$ cat src/rtl/bmpm_pkg.sv
`timescale 1ns / 1ps
// ----------------------------------------------------------------------------
// bmpm_pkg
// Shared types and constants for the bmp to monochrome pixel decoder.
// ----------------------------------------------------------------------------
package bmpm_pkg;

  // default sizes of the row buffers and the coordinate width
  localparam int RowBytes24Def = 900;
  localparam int RowBytes1Def  = 64;
  localparam int CoordBitsDef  = 10;

  // bmp header constants
  localparam logic [15:0] BmpSignature = 16'h4D42;
  localparam logic [15:0] Depth24      = 16'd24;
  localparam logic [15:0] Depth1       = 16'd1;
  localparam logic [31:0] MinPixelPos  = 32'd34;

  // luminance weights, threshold applied on the unshifted sum
  localparam logic [7:0]  LumWeightR = 8'd77;
  localparam logic [7:0]  LumWeightG = 8'd150;
  localparam logic [7:0]  LumWeightB = 8'd29;
  localparam logic [15:0] LumWhite   = 16'd32768;

  // configuration register indexes
  localparam logic [1:0] RegScreenWidth  = 2'd0;
  localparam logic [1:0] RegScreenHeight = 2'd1;
  localparam logic [1:0] RegPlaceX       = 2'd2;
  localparam logic [1:0] RegPlaceY       = 2'd3;

  localparam logic [9:0] ScreenWidthRst  = 10'd264;
  localparam logic [9:0] ScreenHeightRst = 10'd176;

  typedef enum logic [1:0] {
    KIND_PIXEL  = 2'd0,
    KIND_FINISH = 2'd1,
    KIND_REJECT = 2'd2
  } kind_e;

  typedef enum logic [1:0] {
    ERR_NONE  = 2'd0,
    ERR_SIG   = 2'd1,
    ERR_COMP  = 2'd2,
    ERR_DEPTH = 2'd3
  } err_e;

  typedef enum logic [1:0] {
    PH_HEAD = 2'd0,
    PH_PIX  = 2'd1,
    PH_DONE = 2'd2,
    PH_PEND = 2'd3
  } phase_e;

  // result slots: 0 pending finish, 1..8 pixel lanes, 9 status
  localparam int NumSlots   = 10;
  localparam int SlotStatus = 9;

  typedef struct packed {
    logic [9:0] screen_width;
    logic [9:0] screen_height;
    logic [9:0] place_x;
    logic [9:0] place_y;
  } cfg_t;

  typedef struct packed {
    logic [NumSlots-1:0] mask;
    kind_e               st_kind;
    err_e                st_err;
    logic [7:0][9:0]     px_x;
    logic [9:0]          px_y;
    logic [7:0]          white;
  } bundle_t;

endpackage

$ cat src/rtl/bmpm_core.sv
`timescale 1ns / 1ps
// ----------------------------------------------------------------------------
// bmpm_core
// Header parser and pixel converter: turns one file byte into a result bundle.
// ----------------------------------------------------------------------------
module bmpm_core #(
  parameter int ROW_BYTES_24 = bmpm_pkg::RowBytes24Def,
  parameter int ROW_BYTES_1  = bmpm_pkg::RowBytes1Def,
  parameter int COORD_BITS   = bmpm_pkg::CoordBitsDef
) (
  input  logic              clk_i,
  input  logic              rst_ni,
  input  logic              fire_i,
  input  logic [7:0]        data_byte_i,
  input  logic              start_of_file_i,
  input  bmpm_pkg::cfg_t    cfg_i,
  output bmpm_pkg::bundle_t bundle_o
);

  localparam int I1W = $clog2(ROW_BYTES_1 + 1);
  localparam logic [9:0] CMask = (COORD_BITS >= 10) ? 10'h3FF : 10'((1 << COORD_BITS) - 1);

  bmpm_pkg::phase_e phase_q, phase_d;
  logic [31:0] pos_q, pos_d, offset_q, offset_d, width_q, width_d;
  logic [31:0] height_q, height_d, row_q, row_d;
  logic [15:0] depth_q, depth_d;
  logic        comp_q, comp_d, bottom_up_q, bottom_up_d;
  logic [33:0] rbi_q, rbi_d, rs_q, rs_d;
  logic [1:0]  k3_q, k3_d;
  logic [32:0] col_q, col_d;
  logic [9:0]  ox_q, ox_d, oy_q, oy_d;
  logic [7:0]  blue_q, blue_d, green_q, green_d;

  logic [15:0] lum;
  assign lum = 16'(data_byte_i) * 16'(bmpm_pkg::LumWeightR)
             + 16'(green_q) * 16'(bmpm_pkg::LumWeightG)
             + 16'(blue_q) * 16'(bmpm_pkg::LumWeightB);

  always_comb begin
    logic [31:0] ew;
    logic [31:0] start;
    logic [33:0] y;
    logic [33:0] x;
    logic [32:0] lcol;
    logic        vis;
    logic [33:0] t24;
    logic [32:0] t1;
    logic [5:0]  p6;

    phase_d = phase_q; pos_d = pos_q; offset_d = offset_q; width_d = width_q;
    height_d = height_q; row_d = row_q; depth_d = depth_q; comp_d = comp_q;
    bottom_up_d = bottom_up_q; rbi_d = rbi_q; rs_d = rs_q; k3_d = k3_q; col_d = col_q;
    ox_d = ox_q; oy_d = oy_q; blue_d = blue_q; green_d = green_q;
    bundle_o = '0;
    bundle_o.st_kind = bmpm_pkg::KIND_FINISH;
    bundle_o.st_err  = bmpm_pkg::ERR_NONE;

    if (phase_q == bmpm_pkg::PH_PEND) begin
      bundle_o.mask[0] = 1'b1;
      phase_d = bmpm_pkg::PH_DONE;
    end
    if (start_of_file_i) begin
      pos_d = '0; offset_d = '0; width_d = '0; height_d = '0; depth_d = '0;
      comp_d = 1'b0; bottom_up_d = 1'b1; row_d = '0; rbi_d = '0; k3_d = '0;
      col_d = '0; ox_d = '0; oy_d = '0; blue_d = '0; green_d = '0; rs_d = '0;
      phase_d = bmpm_pkg::PH_HEAD;
    end

    ew = width_d[31] ? 32'd0 : width_d;
    start = (offset_d < bmpm_pkg::MinPixelPos) ? bmpm_pkg::MinPixelPos : offset_d;
    p6 = pos_d[5:0];
    t24 = 34'(ew) + 34'(ew) + 34'(ew) + 34'd3;
    t1 = 33'(ew) + 33'd31;
    y = '0; x = '0; lcol = '0; vis = 1'b0;

    if (phase_d == bmpm_pkg::PH_HEAD) begin
      if (pos_d[31:6] == '0) begin
        case (p6) inside
          6'd0: blue_d = data_byte_i;
          6'd1: begin
            if ({data_byte_i, blue_d} != bmpm_pkg::BmpSignature) begin
              bundle_o.mask[bmpm_pkg::SlotStatus] = 1'b1;
              bundle_o.st_kind = bmpm_pkg::KIND_REJECT;
              bundle_o.st_err  = bmpm_pkg::ERR_SIG;
              phase_d = bmpm_pkg::PH_DONE;
            end
          end
          [6'd10:6'd13]: offset_d[{2'(p6[1:0] - 2'd2), 3'b000} +: 8] = data_byte_i;
          [6'd18:6'd21]: width_d[{2'(p6[1:0] - 2'd2), 3'b000} +: 8] = data_byte_i;
          [6'd22:6'd25]: height_d[{2'(p6[1:0] - 2'd2), 3'b000} +: 8] = data_byte_i;
          6'd28: depth_d[7:0] = data_byte_i;
          6'd29: depth_d[15:8] = data_byte_i;
          [6'd30:6'd33]: begin
            if (data_byte_i != 8'd0) comp_d = 1'b1;
            if (p6 == 6'd33) begin
              if (comp_d) begin
                bundle_o.mask[bmpm_pkg::SlotStatus] = 1'b1;
                bundle_o.st_kind = bmpm_pkg::KIND_REJECT;
                bundle_o.st_err  = bmpm_pkg::ERR_COMP;
                phase_d = bmpm_pkg::PH_DONE;
              end else if (depth_d != bmpm_pkg::Depth24 && depth_d != bmpm_pkg::Depth1) begin
                bundle_o.mask[bmpm_pkg::SlotStatus] = 1'b1;
                bundle_o.st_kind = bmpm_pkg::KIND_REJECT;
                bundle_o.st_err  = bmpm_pkg::ERR_DEPTH;
                phase_d = bmpm_pkg::PH_DONE;
              end else begin
                bottom_up_d = 1'b1;
                if (height_d[31]) begin
                  height_d = 32'(-height_d);
                  bottom_up_d = 1'b0;
                end
                if (cfg_i.place_x == '0 && cfg_i.place_y == '0) begin
                  ox_d = (ew >= 32'(cfg_i.screen_width)) ? 10'd0
                       : 10'((32'(cfg_i.screen_width) - ew) >> 1);
                  oy_d = (height_d >= 32'(cfg_i.screen_height)) ? 10'd0
                       : 10'((32'(cfg_i.screen_height) - height_d) >> 1);
                end else begin
                  ox_d = cfg_i.place_x;
                  oy_d = cfg_i.place_y;
                end
                rs_d = (depth_d == bmpm_pkg::Depth24) ? {t24[33:2], 2'b00}
                                                     : 34'({t1[32:5], 2'b00});
                row_d = '0; rbi_d = '0; k3_d = '0; col_d = '0;
                if (height_d == '0 || rs_d == '0) begin
                  bundle_o.mask[bmpm_pkg::SlotStatus] = 1'b1;
                  bundle_o.st_kind = bmpm_pkg::KIND_FINISH;
                  phase_d = bmpm_pkg::PH_DONE;
                end else begin
                  phase_d = bmpm_pkg::PH_PIX;
                end
              end
            end
          end
          default: ;
        endcase
      end
      if (pos_d != '1) pos_d = pos_d + 32'd1;
    end else if (phase_d == bmpm_pkg::PH_PIX) begin
      if (pos_d >= start) begin
        y = bottom_up_d ? 34'(oy_d) + 34'(height_d) - 34'd1 - 34'(row_d)
                        : 34'(oy_d) + 34'(row_d);
        vis = y < 34'(cfg_i.screen_height);
        bundle_o.px_y = y[9:0] & CMask;
        if (depth_d == bmpm_pkg::Depth24) begin
          case (k3_d)
            2'd0: begin
              blue_d = data_byte_i;
              k3_d = 2'd1;
            end
            2'd1: begin
              green_d = data_byte_i;
              k3_d = 2'd2;
            end
            default: begin
              x = 34'(ox_d) + 34'(col_d);
              if (col_d < 33'(ew) && rbi_d < 34'(ROW_BYTES_24) && vis
                  && x < 34'(cfg_i.screen_width)) begin
                bundle_o.mask[1] = 1'b1;
                bundle_o.px_x[0] = x[9:0] & CMask;
                bundle_o.white[0] = (lum >= bmpm_pkg::LumWhite);
              end
              k3_d = 2'd0;
              col_d = col_d + 33'd1;
            end
          endcase
        end else begin
          if (rbi_d < 34'(ROW_BYTES_1) && vis) begin
            for (int ln = 0; ln < 8; ln++) begin
              lcol = 33'({rbi_d[I1W-1:0], 3'(ln)});
              x = 34'(ox_d) + 34'(lcol);
              if (lcol < 33'(ew) && x < 34'(cfg_i.screen_width)) begin
                bundle_o.mask[ln+1] = 1'b1;
                bundle_o.px_x[ln] = x[9:0] & CMask;
                bundle_o.white[ln] = data_byte_i[7-ln];
              end
            end
          end
        end
        rbi_d = rbi_d + 34'd1;
        if (rbi_d >= rs_d) begin
          rbi_d = '0; k3_d = '0; col_d = '0;
          row_d = row_d + 32'd1;
          if (row_d >= height_d) begin
            if (&bundle_o.mask[8:1]) begin
              phase_d = bmpm_pkg::PH_PEND;
            end else begin
              bundle_o.mask[bmpm_pkg::SlotStatus] = 1'b1;
              bundle_o.st_kind = bmpm_pkg::KIND_FINISH;
              phase_d = bmpm_pkg::PH_DONE;
            end
          end
        end
      end
      if (pos_d != '1) pos_d = pos_d + 32'd1;
    end
  end

  always_ff @(posedge clk_i or negedge rst_ni) begin
    if (!rst_ni) begin
      phase_q <= bmpm_pkg::PH_HEAD;
      pos_q <= '0; offset_q <= '0; width_q <= '0; height_q <= '0; row_q <= '0;
      depth_q <= '0; comp_q <= 1'b0; bottom_up_q <= 1'b1; rbi_q <= '0; rs_q <= '0;
      k3_q <= '0; col_q <= '0; ox_q <= '0; oy_q <= '0; blue_q <= '0; green_q <= '0;
    end else if (fire_i) begin
      phase_q <= phase_d;
      pos_q <= pos_d; offset_q <= offset_d; width_q <= width_d; height_q <= height_d;
      row_q <= row_d; depth_q <= depth_d; comp_q <= comp_d; bottom_up_q <= bottom_up_d;
      rbi_q <= rbi_d; rs_q <= rs_d; k3_q <= k3_d; col_q <= col_d; ox_q <= ox_d;
      oy_q <= oy_d; blue_q <= blue_d; green_q <= green_d;
    end
  end

endmodule

$ cat src/rtl/bmp_to_mono_pixel_decoder.sv
`timescale 1ns / 1ps
// ----------------------------------------------------------------------------
// bmp_to_mono_pixel_decoder
// Parses a bmp byte stream and emits monochrome pixel write transactions.
// ----------------------------------------------------------------------------
// usage
// - input channel: one file byte per transaction, start_of_file_i on byte 0
//   restarts parsing and abandons any image in progress
// - output channel: pixel writes, image finished or image rejected, with
//   last_of_item_o on the final result caused by one input byte
// - config port: plain write, index 0 screen width, 1 screen height,
//   2 place x, 3 place y; write only while the block is idle
// - each byte is parsed in the cycle it is accepted and its results land in
//   a bundle register; the first result is visible the next cycle
// - results leave one per cycle from the bundle register while the receiver
//   is ready: one per result a byte causes, up to eight for a 1-bit byte
// - a byte with no results leaves the bundle empty and input stays ready
// - a new byte is taken in the cycle the last result of the previous one is
//   taken, so a stalled receiver simply holds the bundle and stops input
// - reset clears the parser to the header phase and loads the default
//   screen size 264 x 176 with centred placement
// ----------------------------------------------------------------------------
module bmp_to_mono_pixel_decoder #(
  parameter int ROW_BYTES_24 = bmpm_pkg::RowBytes24Def,
  parameter int ROW_BYTES_1  = bmpm_pkg::RowBytes1Def,
  parameter int COORD_BITS   = bmpm_pkg::CoordBitsDef
) (
  input  logic       clk_i,
  input  logic       rst_ni,
  input  logic       in_valid_i,
  output logic       in_ready_o,
  input  logic [7:0] data_byte_i,
  input  logic       start_of_file_i,
  output logic       out_valid_o,
  input  logic       out_ready_i,
  output logic [1:0] kind_o,
  output logic [1:0] error_code_o,
  output logic [9:0] pixel_x_o,
  output logic [9:0] pixel_y_o,
  output logic       white_o,
  output logic       last_of_item_o,
  input  logic       cfg_we_i,
  input  logic [1:0] cfg_idx_i,
  input  logic [9:0] cfg_data_i
);

  bmpm_pkg::cfg_t    cfg_q;
  bmpm_pkg::bundle_t bundle_new;
  bmpm_pkg::bundle_t bundle_q;
  logic [bmpm_pkg::NumSlots-1:0] mask_q, mask_d, first;
  logic in_fire, out_fire, is_last;
  logic [3:0] slot;
  logic [2:0] lane;

  // configuration registers
  always_ff @(posedge clk_i or negedge rst_ni) begin
    if (!rst_ni) begin
      cfg_q.screen_width  <= bmpm_pkg::ScreenWidthRst;
      cfg_q.screen_height <= bmpm_pkg::ScreenHeightRst;
      cfg_q.place_x       <= '0;
      cfg_q.place_y       <= '0;
    end else if (cfg_we_i) begin
      unique case (cfg_idx_i)
        bmpm_pkg::RegScreenWidth:  cfg_q.screen_width  <= cfg_data_i;
        bmpm_pkg::RegScreenHeight: cfg_q.screen_height <= cfg_data_i;
        bmpm_pkg::RegPlaceX:       cfg_q.place_x       <= cfg_data_i;
        bmpm_pkg::RegPlaceY:       cfg_q.place_y       <= cfg_data_i;
        default: ;
      endcase
    end
  end

  // parser and pixel conversion, state advances on an accepted byte
  bmpm_core #(
    .ROW_BYTES_24(ROW_BYTES_24),
    .ROW_BYTES_1 (ROW_BYTES_1),
    .COORD_BITS  (COORD_BITS)
  ) u_core (
    .clk_i          (clk_i),
    .rst_ni         (rst_ni),
    .fire_i         (in_fire),
    .data_byte_i    (data_byte_i),
    .start_of_file_i(start_of_file_i),
    .cfg_i          (cfg_q),
    .bundle_o       (bundle_new)
  );

  // lowest pending slot goes out first
  assign first   = mask_q & (~mask_q + 1'b1);
  assign is_last = (mask_q & ~first) == '0;

  always_comb begin
    slot = '0;
    for (int s = 0; s < bmpm_pkg::NumSlots; s++) begin
      if (first[s]) slot = 4'(s);
    end
  end

  assign lane        = 3'(slot - 4'd1);
  assign out_valid_o = mask_q != '0;
  assign out_fire    = out_valid_o && out_ready_i;
  // take a new byte once the bundle is empty or its last result leaves now
  assign in_ready_o  = !out_valid_o || (out_ready_i && is_last);
  assign in_fire     = in_valid_i && in_ready_o;

  always_comb begin
    mask_d = mask_q;
    if (out_fire) mask_d = mask_q & ~first;
    if (in_fire) mask_d = bundle_new.mask;
  end

  always_ff @(posedge clk_i or negedge rst_ni) begin
    if (!rst_ni) begin
      mask_q <= '0;
    end else begin
      mask_q <= mask_d;
    end
  end

  // payload of the bundle, no reset needed
  always_ff @(posedge clk_i) begin
    if (in_fire) bundle_q <= bundle_new;
  end

  // result fields by slot
  always_comb begin
    kind_o       = bmpm_pkg::KIND_PIXEL;
    error_code_o = bmpm_pkg::ERR_NONE;
    pixel_x_o    = '0;
    pixel_y_o    = '0;
    white_o      = 1'b0;
    if (slot == 4'd0) begin
      kind_o = bmpm_pkg::KIND_FINISH;
    end else if (slot == 4'(bmpm_pkg::SlotStatus)) begin
      kind_o       = bundle_q.st_kind;
      error_code_o = bundle_q.st_err;
    end else begin
      pixel_x_o = bundle_q.px_x[lane];
      pixel_y_o = bundle_q.px_y;
      white_o   = bundle_q.white[lane];
    end
  end

  assign last_of_item_o = is_last;

endmodule
$ cat config.mk
export PLATFORM = sky130hd
export DESIGN_NAME = bmp_to_mono_pixel_decoder
export DESIGN_NICKNAME = d
export VERILOG_FILES = /design/src/rtl/bmpm_pkg.sv /design/src/rtl/bmpm_core.sv /design/src/rtl/bmp_to_mono_pixel_decoder.sv
export SDC_FILE = /design/constraint.sdc
export NUM_CORES = 2
export LEC_CHECK = 0
export ABC_AREA = 1
export BUFFER_PORTS_ARGS = -buffer_cell sky130_fd_sc_hd__clkbuf_2
export CORE_MARGIN = 2
export CORE_UTILIZATION = 24
export CTS_BUF_LIST = sky130_fd_sc_hd__clkbuf_4
export DETAILED_ROUTE_END_ITERATION = 8
export HOLD_SLACK_MARGIN = 0.03
export PLACE_DENSITY = 0.34
export SLEW_MARGIN = 20
export SYNTH_ARGS = -nofsm -noshare
export SYNTH_HDL_FRONTEND = slang
export SYNTH_SLANG_ARGS = --single-unit
export TNS_END_PERCENT = 100
$ cat constraint.sdc
create_clock -name clk_i -period 7.5 [get_ports clk_i]
set_input_delay 0.375 -clock clk_i [delete_from_list [all_inputs] [get_ports clk_i]]
set_output_delay 0.375 -clock clk_i [all_outputs]
set_load 0.02 [all_outputs]
### Word level (Yosys, flattened, before mapping)

Cells that the tools add are included.

| word-level totals | value |
|---|---|
| register bits | 471 |
| input port bits | 26 |
| output and inout port bits | 28 |
| word-level logic and storage cells | 545 |

| cells by class | value |
|---|---|
| add/sub/neg operators | 30 |
| multipliers | 3 |
| order comparisons | 37 |
| eq/ne operators | 16 |
| shifts and indexed selects | 2 |
| mux-type cells | 347 |
| bitwise logic cells | 16 |
| reductions and logical operators | 53 |

Operators with widths:

| kind | number |
|---|---|
| $mux W32 | 63 |
| $mux W34 | 33 |
| $mux W33 | 19 |
| $mux W10 | 44 |
| $lt A34 B10 Y1 | 10 |
| $lt A10 B31 Y1 | 8 |
| $mux W8 | 29 |
| $bwmux W32 | 3 |
| $mux W2 | 45 |
| $add A10 B10 Y11 | 8 |
| $mux W1 | 80 |
| $mux W4 | 18 |
| $add A10 B32 Y33 | 2 |
| $add A32 B1 Y32 const B | 2 |
| $ge A32 B32 Y1 | 2 |
| $mux W16 | 3 |
| $reduce_or A6 Y1 | 7 |
| $add A10 B33 Y34 | 1 |
| $add A33 B31 Y34 | 1 |
| $add A34 B1 Y34 const B | 1 |
| $add A34 B2 Y34 const B | 1 |
| $ge A34 B34 Y1 | 1 |
| $logic_not A34 Y1 | 1 |
| $lt A34 B10 Y1 const B | 1 |
| other kinds (65) | 121 |

### Logic depth before layout (Yosys ltp)

| depth | value |
|---|---|
| depth in word-level cells | 42 |
| mapped depth | 49 |
| gate-level depth less buffers | 43 |

### Cells and area by module

A second synthesis with hierarchy kept.

| unflattened totals | value |
|---|---|
| cells, all modules | 7,924 |
| area, all modules | 53,045.9 um^2 |

By module, submodules not included:

| module | times used | cells an instance | area each (um^2) | seq. area each (um^2) |
|---|---|---|---|---|
| bmpm_core | 1 | 7,285 | 46,462.1 | 7,983.9 |
| bmp_to_mono_pixel_decoder | 1 | 639 | 6,583.8 | 4,320.4 |

### Worst setup path after synthesis

Ideal clock, no wire load.

| timing | value |
|---|---|
| path type | input -> register |
| start point | input start_of_file_i |
| end point | register bundle_q[59] (netlist name) (data pin) |
| setup time | 138 ps |
| arrival | 5,957 ps |
| data required time | 7,362 ps |
| slack | 1,405 ps |
| stages | 42 |
| path buffers | 10 |
| path through | buf_6 buf_12 buf_6 buf_6 buf_6 buf_4 buf_2 buf_2 buf_1 nor2_1 ha_1 inv_1 nor3_1 a21oi_1 o21ai_2 nand2_1 a21oi_2 nand2_1 [... 6 more ...] nand2_1 inv_1 a21oi_1 a21boi_0 nand3_1 nand2_1 nand3_1 nand2_1 nand3_1 nor2_1 nand2_1 nor2_4 nand3_2 inv_2 nand2_2 or2_1 buf_6 nor2_2 |

| between the ends | value |
|---|---|
| longest elaborated chain between the ends | 9 |
| elaborated cells between the ends (all ways) | 35 |
| classes of those cells | add/sub (5); order compare (6); eq/ne (2); mux (14); bitwise (4); reduce/logical (4) |

Ends and longest elaborated chain:

| element | line | text |
|---|---|---|
| from (decl) | bmp_to_mono_pixel_decoder.sv:33 | `input logic start_of_file_i,` |
| $mux W10 or $mux W32 (tied branches) | bmpm_core.sv:62 | `if (start_of_file_i) begin` |
| $add A10 B32 Y33 | bmpm_core.sv:140 | `y = bottom_up_d ? 34'(oy_d) + 34'(height_d) - 34'd1 - 34'(row_d)` |
| $sub A34 B1 Y34 | bmpm_core.sv:140 |  |
| $sub A34 B32 Y34 | bmpm_core.sv:140 |  |
| $mux W34 | bmpm_core.sv:140 |  |
| $lt A34 B10 Y1 | bmpm_core.sv:142 | `vis = y < 34'(cfg_i.screen_height);` |
| $logic_and A1 B1 Y1 | bmpm_core.sv:167 | `if (rbi_d < 34'(ROW_BYTES_1) && vis) begin` |
| $not A1 Y1 (no source line) | - |  |
| $reduce_or A6 Y1 (no source line) | - |  |
| to (signal assigned) | bmp_to_mono_pixel_decoder.sv:122 | `if (in_fire) bundle_q <= bundle_new;` |
| to (decl) | bmp_to_mono_pixel_decoder.sv:49 | `bmpm_pkg::bundle_t bundle_q;` |

Parallel ways exist; a longest one is shown, timed or not.
A chain may end at the register's enable or synchronous reset.

### Worst setup path in the final report

| timing | value |
|---|---|
| start point | register u_core.green_q[4] |
| end point | register bundle_q[0] (netlist name) (data pin) |

| between the ends | value |
|---|---|
| longest elaborated chain between the ends | 7 |

Ends and longest elaborated chain:

| element | line | text |
|---|---|---|
| from (decl) | bmpm_core.sv:32 | `logic [7:0] blue_q, blue_d, green_q, green_d;` |
| from (signal assigned) | bmpm_core.sv:209 | `oy_q <= oy_d; blue_q <= blue_d; green_q <= green_d;` |
| $mul A8 B7 Y15 | bmpm_core.sv:36 | `+ 16'(green_q) * 16'(bmpm_pkg::LumWeightG)` |
| $add A15 B16 Y16 | bmpm_core.sv:36 |  |
| $add A16 B13 Y16 | bmpm_core.sv:37 | `+ 16'(blue_q) * 16'(bmpm_pkg::LumWeightB);` |
| $ge A16 B16 Y1 | bmpm_core.sv:160 | `bundle_o.white[0] = (lum >= bmpm_pkg::LumWhite);` |
| $mux W1 | bmpm_core.sv:156 | `if (col_d < 33'(ew) && rbi_d < 34'(ROW_BYTES_24) && vis` |
| $mux W1 | bmpm_core.sv:145 | `case (k3_d)` |
| $mux W1 | bmpm_core.sv:144 | `if (depth_d == bmpm_pkg::Depth24) begin` |

No other way between the ends.

==> results.sh <==
export IMPL_outcome="finished, final reports clean"
export IMPL_cp_end_kind="flop"
export IMPL_final_util_pct=27.2
export IMPL_grtUsageTotal_pct=24.0
export IMPL_p_comb_share_pct=73.4
export IMPL_maxSlewViolCount=0
export IMPL_post_cts_buffers=0
export IMPL_reg2reg_slack_ns=0.59
export IMPL_vias=56100
export IMPL_yosysMostFrequentCell="nand2_1"
export IMPL_min_delay_path_depth=4
export IMPL_multi_input_area_sq_um=35100
export IMPL_clk_pin_slew_ns=0.07
export IMPL_muxShareOfSynthArea_pct=0.0565
export IMPL_clk_insertion_delay_late_ns=1.30
export IMPL_netlist_instances=7996
export IMPL_synth_cell_area_sq_um=53100
export IMPL_synthFlopType="dfrtp_1"
export IMPL_p_leak_nw=28.3
export IMPL_postRouteAntennaNets=0
export IMPL_synth_top_family_by_area="simple AND/OR/NAND/NOR gates"
export IMPL_antenna_found_initial=11
export IMPL_fin_nets=8735
export IMPL_async_reset_ff_share_pct=78.3
export IMPL_max_slew_margin_pct=21.5
export IMPL_num_fill_cells=24800
export IMPL_cts_made_buffers=168
export IMPL_grt_max_degree=173
export IMPL_fin_crit_ns=6.91
export IMPL_synth_xor_area_share_pct=4.17
export IMPL_rsz0062_at_grt="no"
export IMPL_finalSetupViolations=0
export IMPL_seqCellArea_sq_um=12300
export IMPL_detail_route_first_pass_iterations=6
export IMPL_r2r_cells=22
export IMPL_core_area_sq_um=220000
export IMPL_die_x_microns=475
export IMPL_start_util_pct=24.2
export IMPL_dp_hpwl_microns=214000
export IMPL_ys_warnings_count=0
export IMPL_p_seq_share_pct=14.7
export IMPL_synth_seq_cells=471
export IMPL_synthTopCellsByArea="dfrtp_1 17%, ha_1 12%, nand2_1 12%, inv_1 8.1%, nor2_1 6.2%"
export IMPL_remaining_drc_errors=0
export IMPL_cts_tree="yes"
export IMPL_grt_pass1_vias=54700
export IMPL_fmax_ghz=0.145
export IMPL_p_sw_mw=15.5
export IMPL_r2r_start="u_core.green_q[4]$_DFFE_PN0P_"
export IMPL_worstHoldStart="data_byte_i[1]"
export IMPL_cts_num_sinks=471
export IMPL_synth_fp_nets=8607
export IMPL_die_h_microns=475
export IMPL_yosys_area_share_simple_pct=28.5
export IMPL_routed_wl_microns=275000
export IMPL_yosysUniqueCellTypes=76
export IMPL_hp_class="input pin to flop"
export IMPL_worst_pin_slew_ns=1.18
export IMPL_fin_worst_skew_ns=0.131
export IMPL_port_buffers=53
export IMPL_first_iter_violations=4605
export IMPL_p_per_area_nw_per_um2=449
export IMPL_start_kind="flop"
export IMPL_r2r_end="bundle_q[0]$_SDFFCE_PP0P_"
export IMPL_clockBufferDepth=3
export IMPL_drive_above_1_share_pct=9.14
export IMPL_setup_tns_ns=0
export IMPL_synth_fa_ha_area_share_pct=14.7
export IMPL_min_to="u_core.depth_q[1]$_DFFE_PN0P_"
export IMPL_synth_edff_count=102
export IMPL_wl_per_cell_microns=24.5
export IMPL_synth_largest_area_cell="dfrtp_1"
export IMPL_ir_worst_vdd_v=0.00112
export IMPL_finalHoldViolations=0
export IMPL_synth_area_per_cell_sq_um=6.64
export IMPL_clkPwrFrac_pct=11.9
export IMPL_seq_area_frac_synth_pct=23.2
export IMPL_die_area_sq_um=225000
export IMPL_drv_cap=0
export IMPL_row_count=172
export IMPL_io_pins=54
export IMPL_p_int_mw=11.4
export IMPL_synth_top_area_share_pct=17.1
export IMPL_synth_compound_area_share_pct=18.5
export IMPL_crit_fanout=6
export IMPL_final_period_utilization_pct=92.2
export IMPL_grt_pass1_wl_microns=394000
export IMPL_swShare_pct=57.7
export IMPL_worstPathRequired_ns=8.55
export IMPL_overflow=0
export IMPL_startpoint="u_core.green_q[4]$_DFFE_PN0P_"
export IMPL_cts_max_level=4
export IMPL_vias_per_cell=5.00
export IMPL_area_growth_pct=12.6
export IMPL_synthTopCellsByCount="1711 x nand2_1, 1150 x inv_1, 873 x nor2_1"
export IMPL_root_buffer="clkbuf_4"
export IMPL_worstSetupPathType="flop to flop"
export IMPL_worstPathArrival_ns=7.97
export IMPL_place_congestion=0.945
==> flip-flops by register name, summed over array words and instances (netlist names), 8 cells and up <==
| name | cells |
|---|---|
| u_core.pos_q | 32 |
| u_core.rs_q | 34 |
| u_core.height_q | 32 |
| u_core.oy_q | 10 |
| u_core.green_q | 8 |
| bundle_q | 102 |
| u_core.ox_q | 10 |
| u_core.col_q | 33 |
| u_core.offset_q | 32 |
| u_core.blue_q | 8 |
| u_core.rbi_q | 34 |
| u_core.depth_q | 16 |
| cfg_q | 40 |
| u_core.width_q | 32 |
| u_core.row_q | 32 |
| mask_q | 10 |
==> stage by stage <==
| step | hold slack, ns | setup WS (ns) | cells | instance area [sq um] | power [mW] |
|---|---|---|---|---|---|
| CTS | 0.0538 | 0.252 | 11200 | 59800 | 27.2 |
| detailed placement | 0.288 | 0.262 | 10900 | 57100 | 23.7 |
| floorplan | 0.0794 | 1.41 | 7996 | 53100 | 17.0 |
| global route | 0.190 | 0.218 | 11200 | 59800 | 30.0 |
| finish | 0.211 | 0.588 | 11200 | 59800 | 26.9 |
| global placement | 0.287 | 0.201 | 10900 | 57100 | 23.8 |
==> worst max-delay path, stage by stage, from the launching register on <==
cell and delay (ns):
dfrtp_1 0.49, ha_1 0.34, ha_1 0.27, inv_1 0.05
fa_1 0.50, fa_1 0.53, inv_1 0.05, ha_1 0.33
inv_1 0.10, xor2_1 0.24, fa_1 0.46, inv_1 0.10
fa_1 0.43, fa_1 0.49, inv_1 0.06, fa_1 0.47
ha_1 0.32, a21oi_1 0.12, o21ai_0 0.10, a221oi_1 0.42
xor2_2 0.61, nand2_1 0.11, a21oi_1 0.18
==> power groups by stage <==
stage          Combinational, mW  Sequential [mW]  Clock [mW]
6_report                    19.8             3.94        3.20
5_1_grt                     22.5             4.03        3.46
4_1_cts                     19.9             3.94        3.35
3_5_place_dp                19.7             3.98           0
3_3_place_gp                19.8             3.98           0
2_1_floorplan               13.2             3.81           0
==> kinds of logic (layout without fill, tap and decap cells) <==
kind of cell,after synthesis,count (layout)
AND/OR/NAND/NOR,3492,3492
buffers and inverters,1498,1758
flip-flops,471,471
adder cells (fa/ha/maj),585,585
XOR/XNOR,253,253
AO/OA/AOI/OAI,1694,1694
other,0,4
multiplexers,3,3
==> how the worst max path moves through the flow <==
stage	endpoint	cells after the start
after floorplan	bundle_q[59]$_SDFFCE_PP0P_	42
after global placement	bundle_q[0]$_SDFFCE_PP0P_	22
after detailed placement	bundle_q[0]$_SDFFCE_PP0P_	22
after CTS	bundle_q[0]$_SDFFCE_PP0P_	22
after global routing	bundle_q[0]$_SDFFCE_PP0P_	26
final	bundle_q[0]$_SDFFCE_PP0P_	22
==> cell usage in the layout (no fill, tap or decap), drive strengths merged, types with 27 or more instances in the layout <==
cell type / netlist / routed
dfrtp: 363 / 363
nand4: 136 / 136
nor4: 45 / 45
xnor2: 35 / 35
dlygate4sd3: 0 / 44
nand3: 353 / 353
xor2: 218 / 218
inv: 1209 / 1212
a21oi: 508 / 508
fa: 62 / 62
a22oi: 85 / 85
o221ai: 27 / 27
clkinv: 9 / 63
nor3: 157 / 157
o22ai: 51 / 51
edfxtp: 102 / 102
o21ai: 660 / 660
buf: 92 / 143
a31oi: 81 / 81
clkbuf: 188 / 292
o2111ai: 28 / 28
ha: 523 / 523
or2: 46 / 46
nand2: 1745 / 1745
o211ai: 114 / 114
nor2: 975 / 975
==> metal layers <==
layer	share of wire (%)	vias up	global-route usage (%)
met5	0.017	-	0
met4	2.6	8	6.53
met3	4.8	316	3.18
met2	46	1565	39.2
met1	47	27300	32.8
li1	-	26900	-
==> cell type report <==
cell class	instances	share of cell area [%]
clock inverter	61	0.726
sequential	471	20.6
timing repair buffer	238	3.22
antenna	4	0.0167
tap	2958	6.19
inverter	1218	7.67
multi-input combinational	6027	58.6
clock buffer	241	3.02
==> timing repair <==
item / CTS / global route
hold buffers: 45 / 0
setup endpoints to repair: 0 / 1
resized for setup: 0 / 1
endpoints found under the hold margin: 524 / 0
Power figures use the tool's default switching activity.
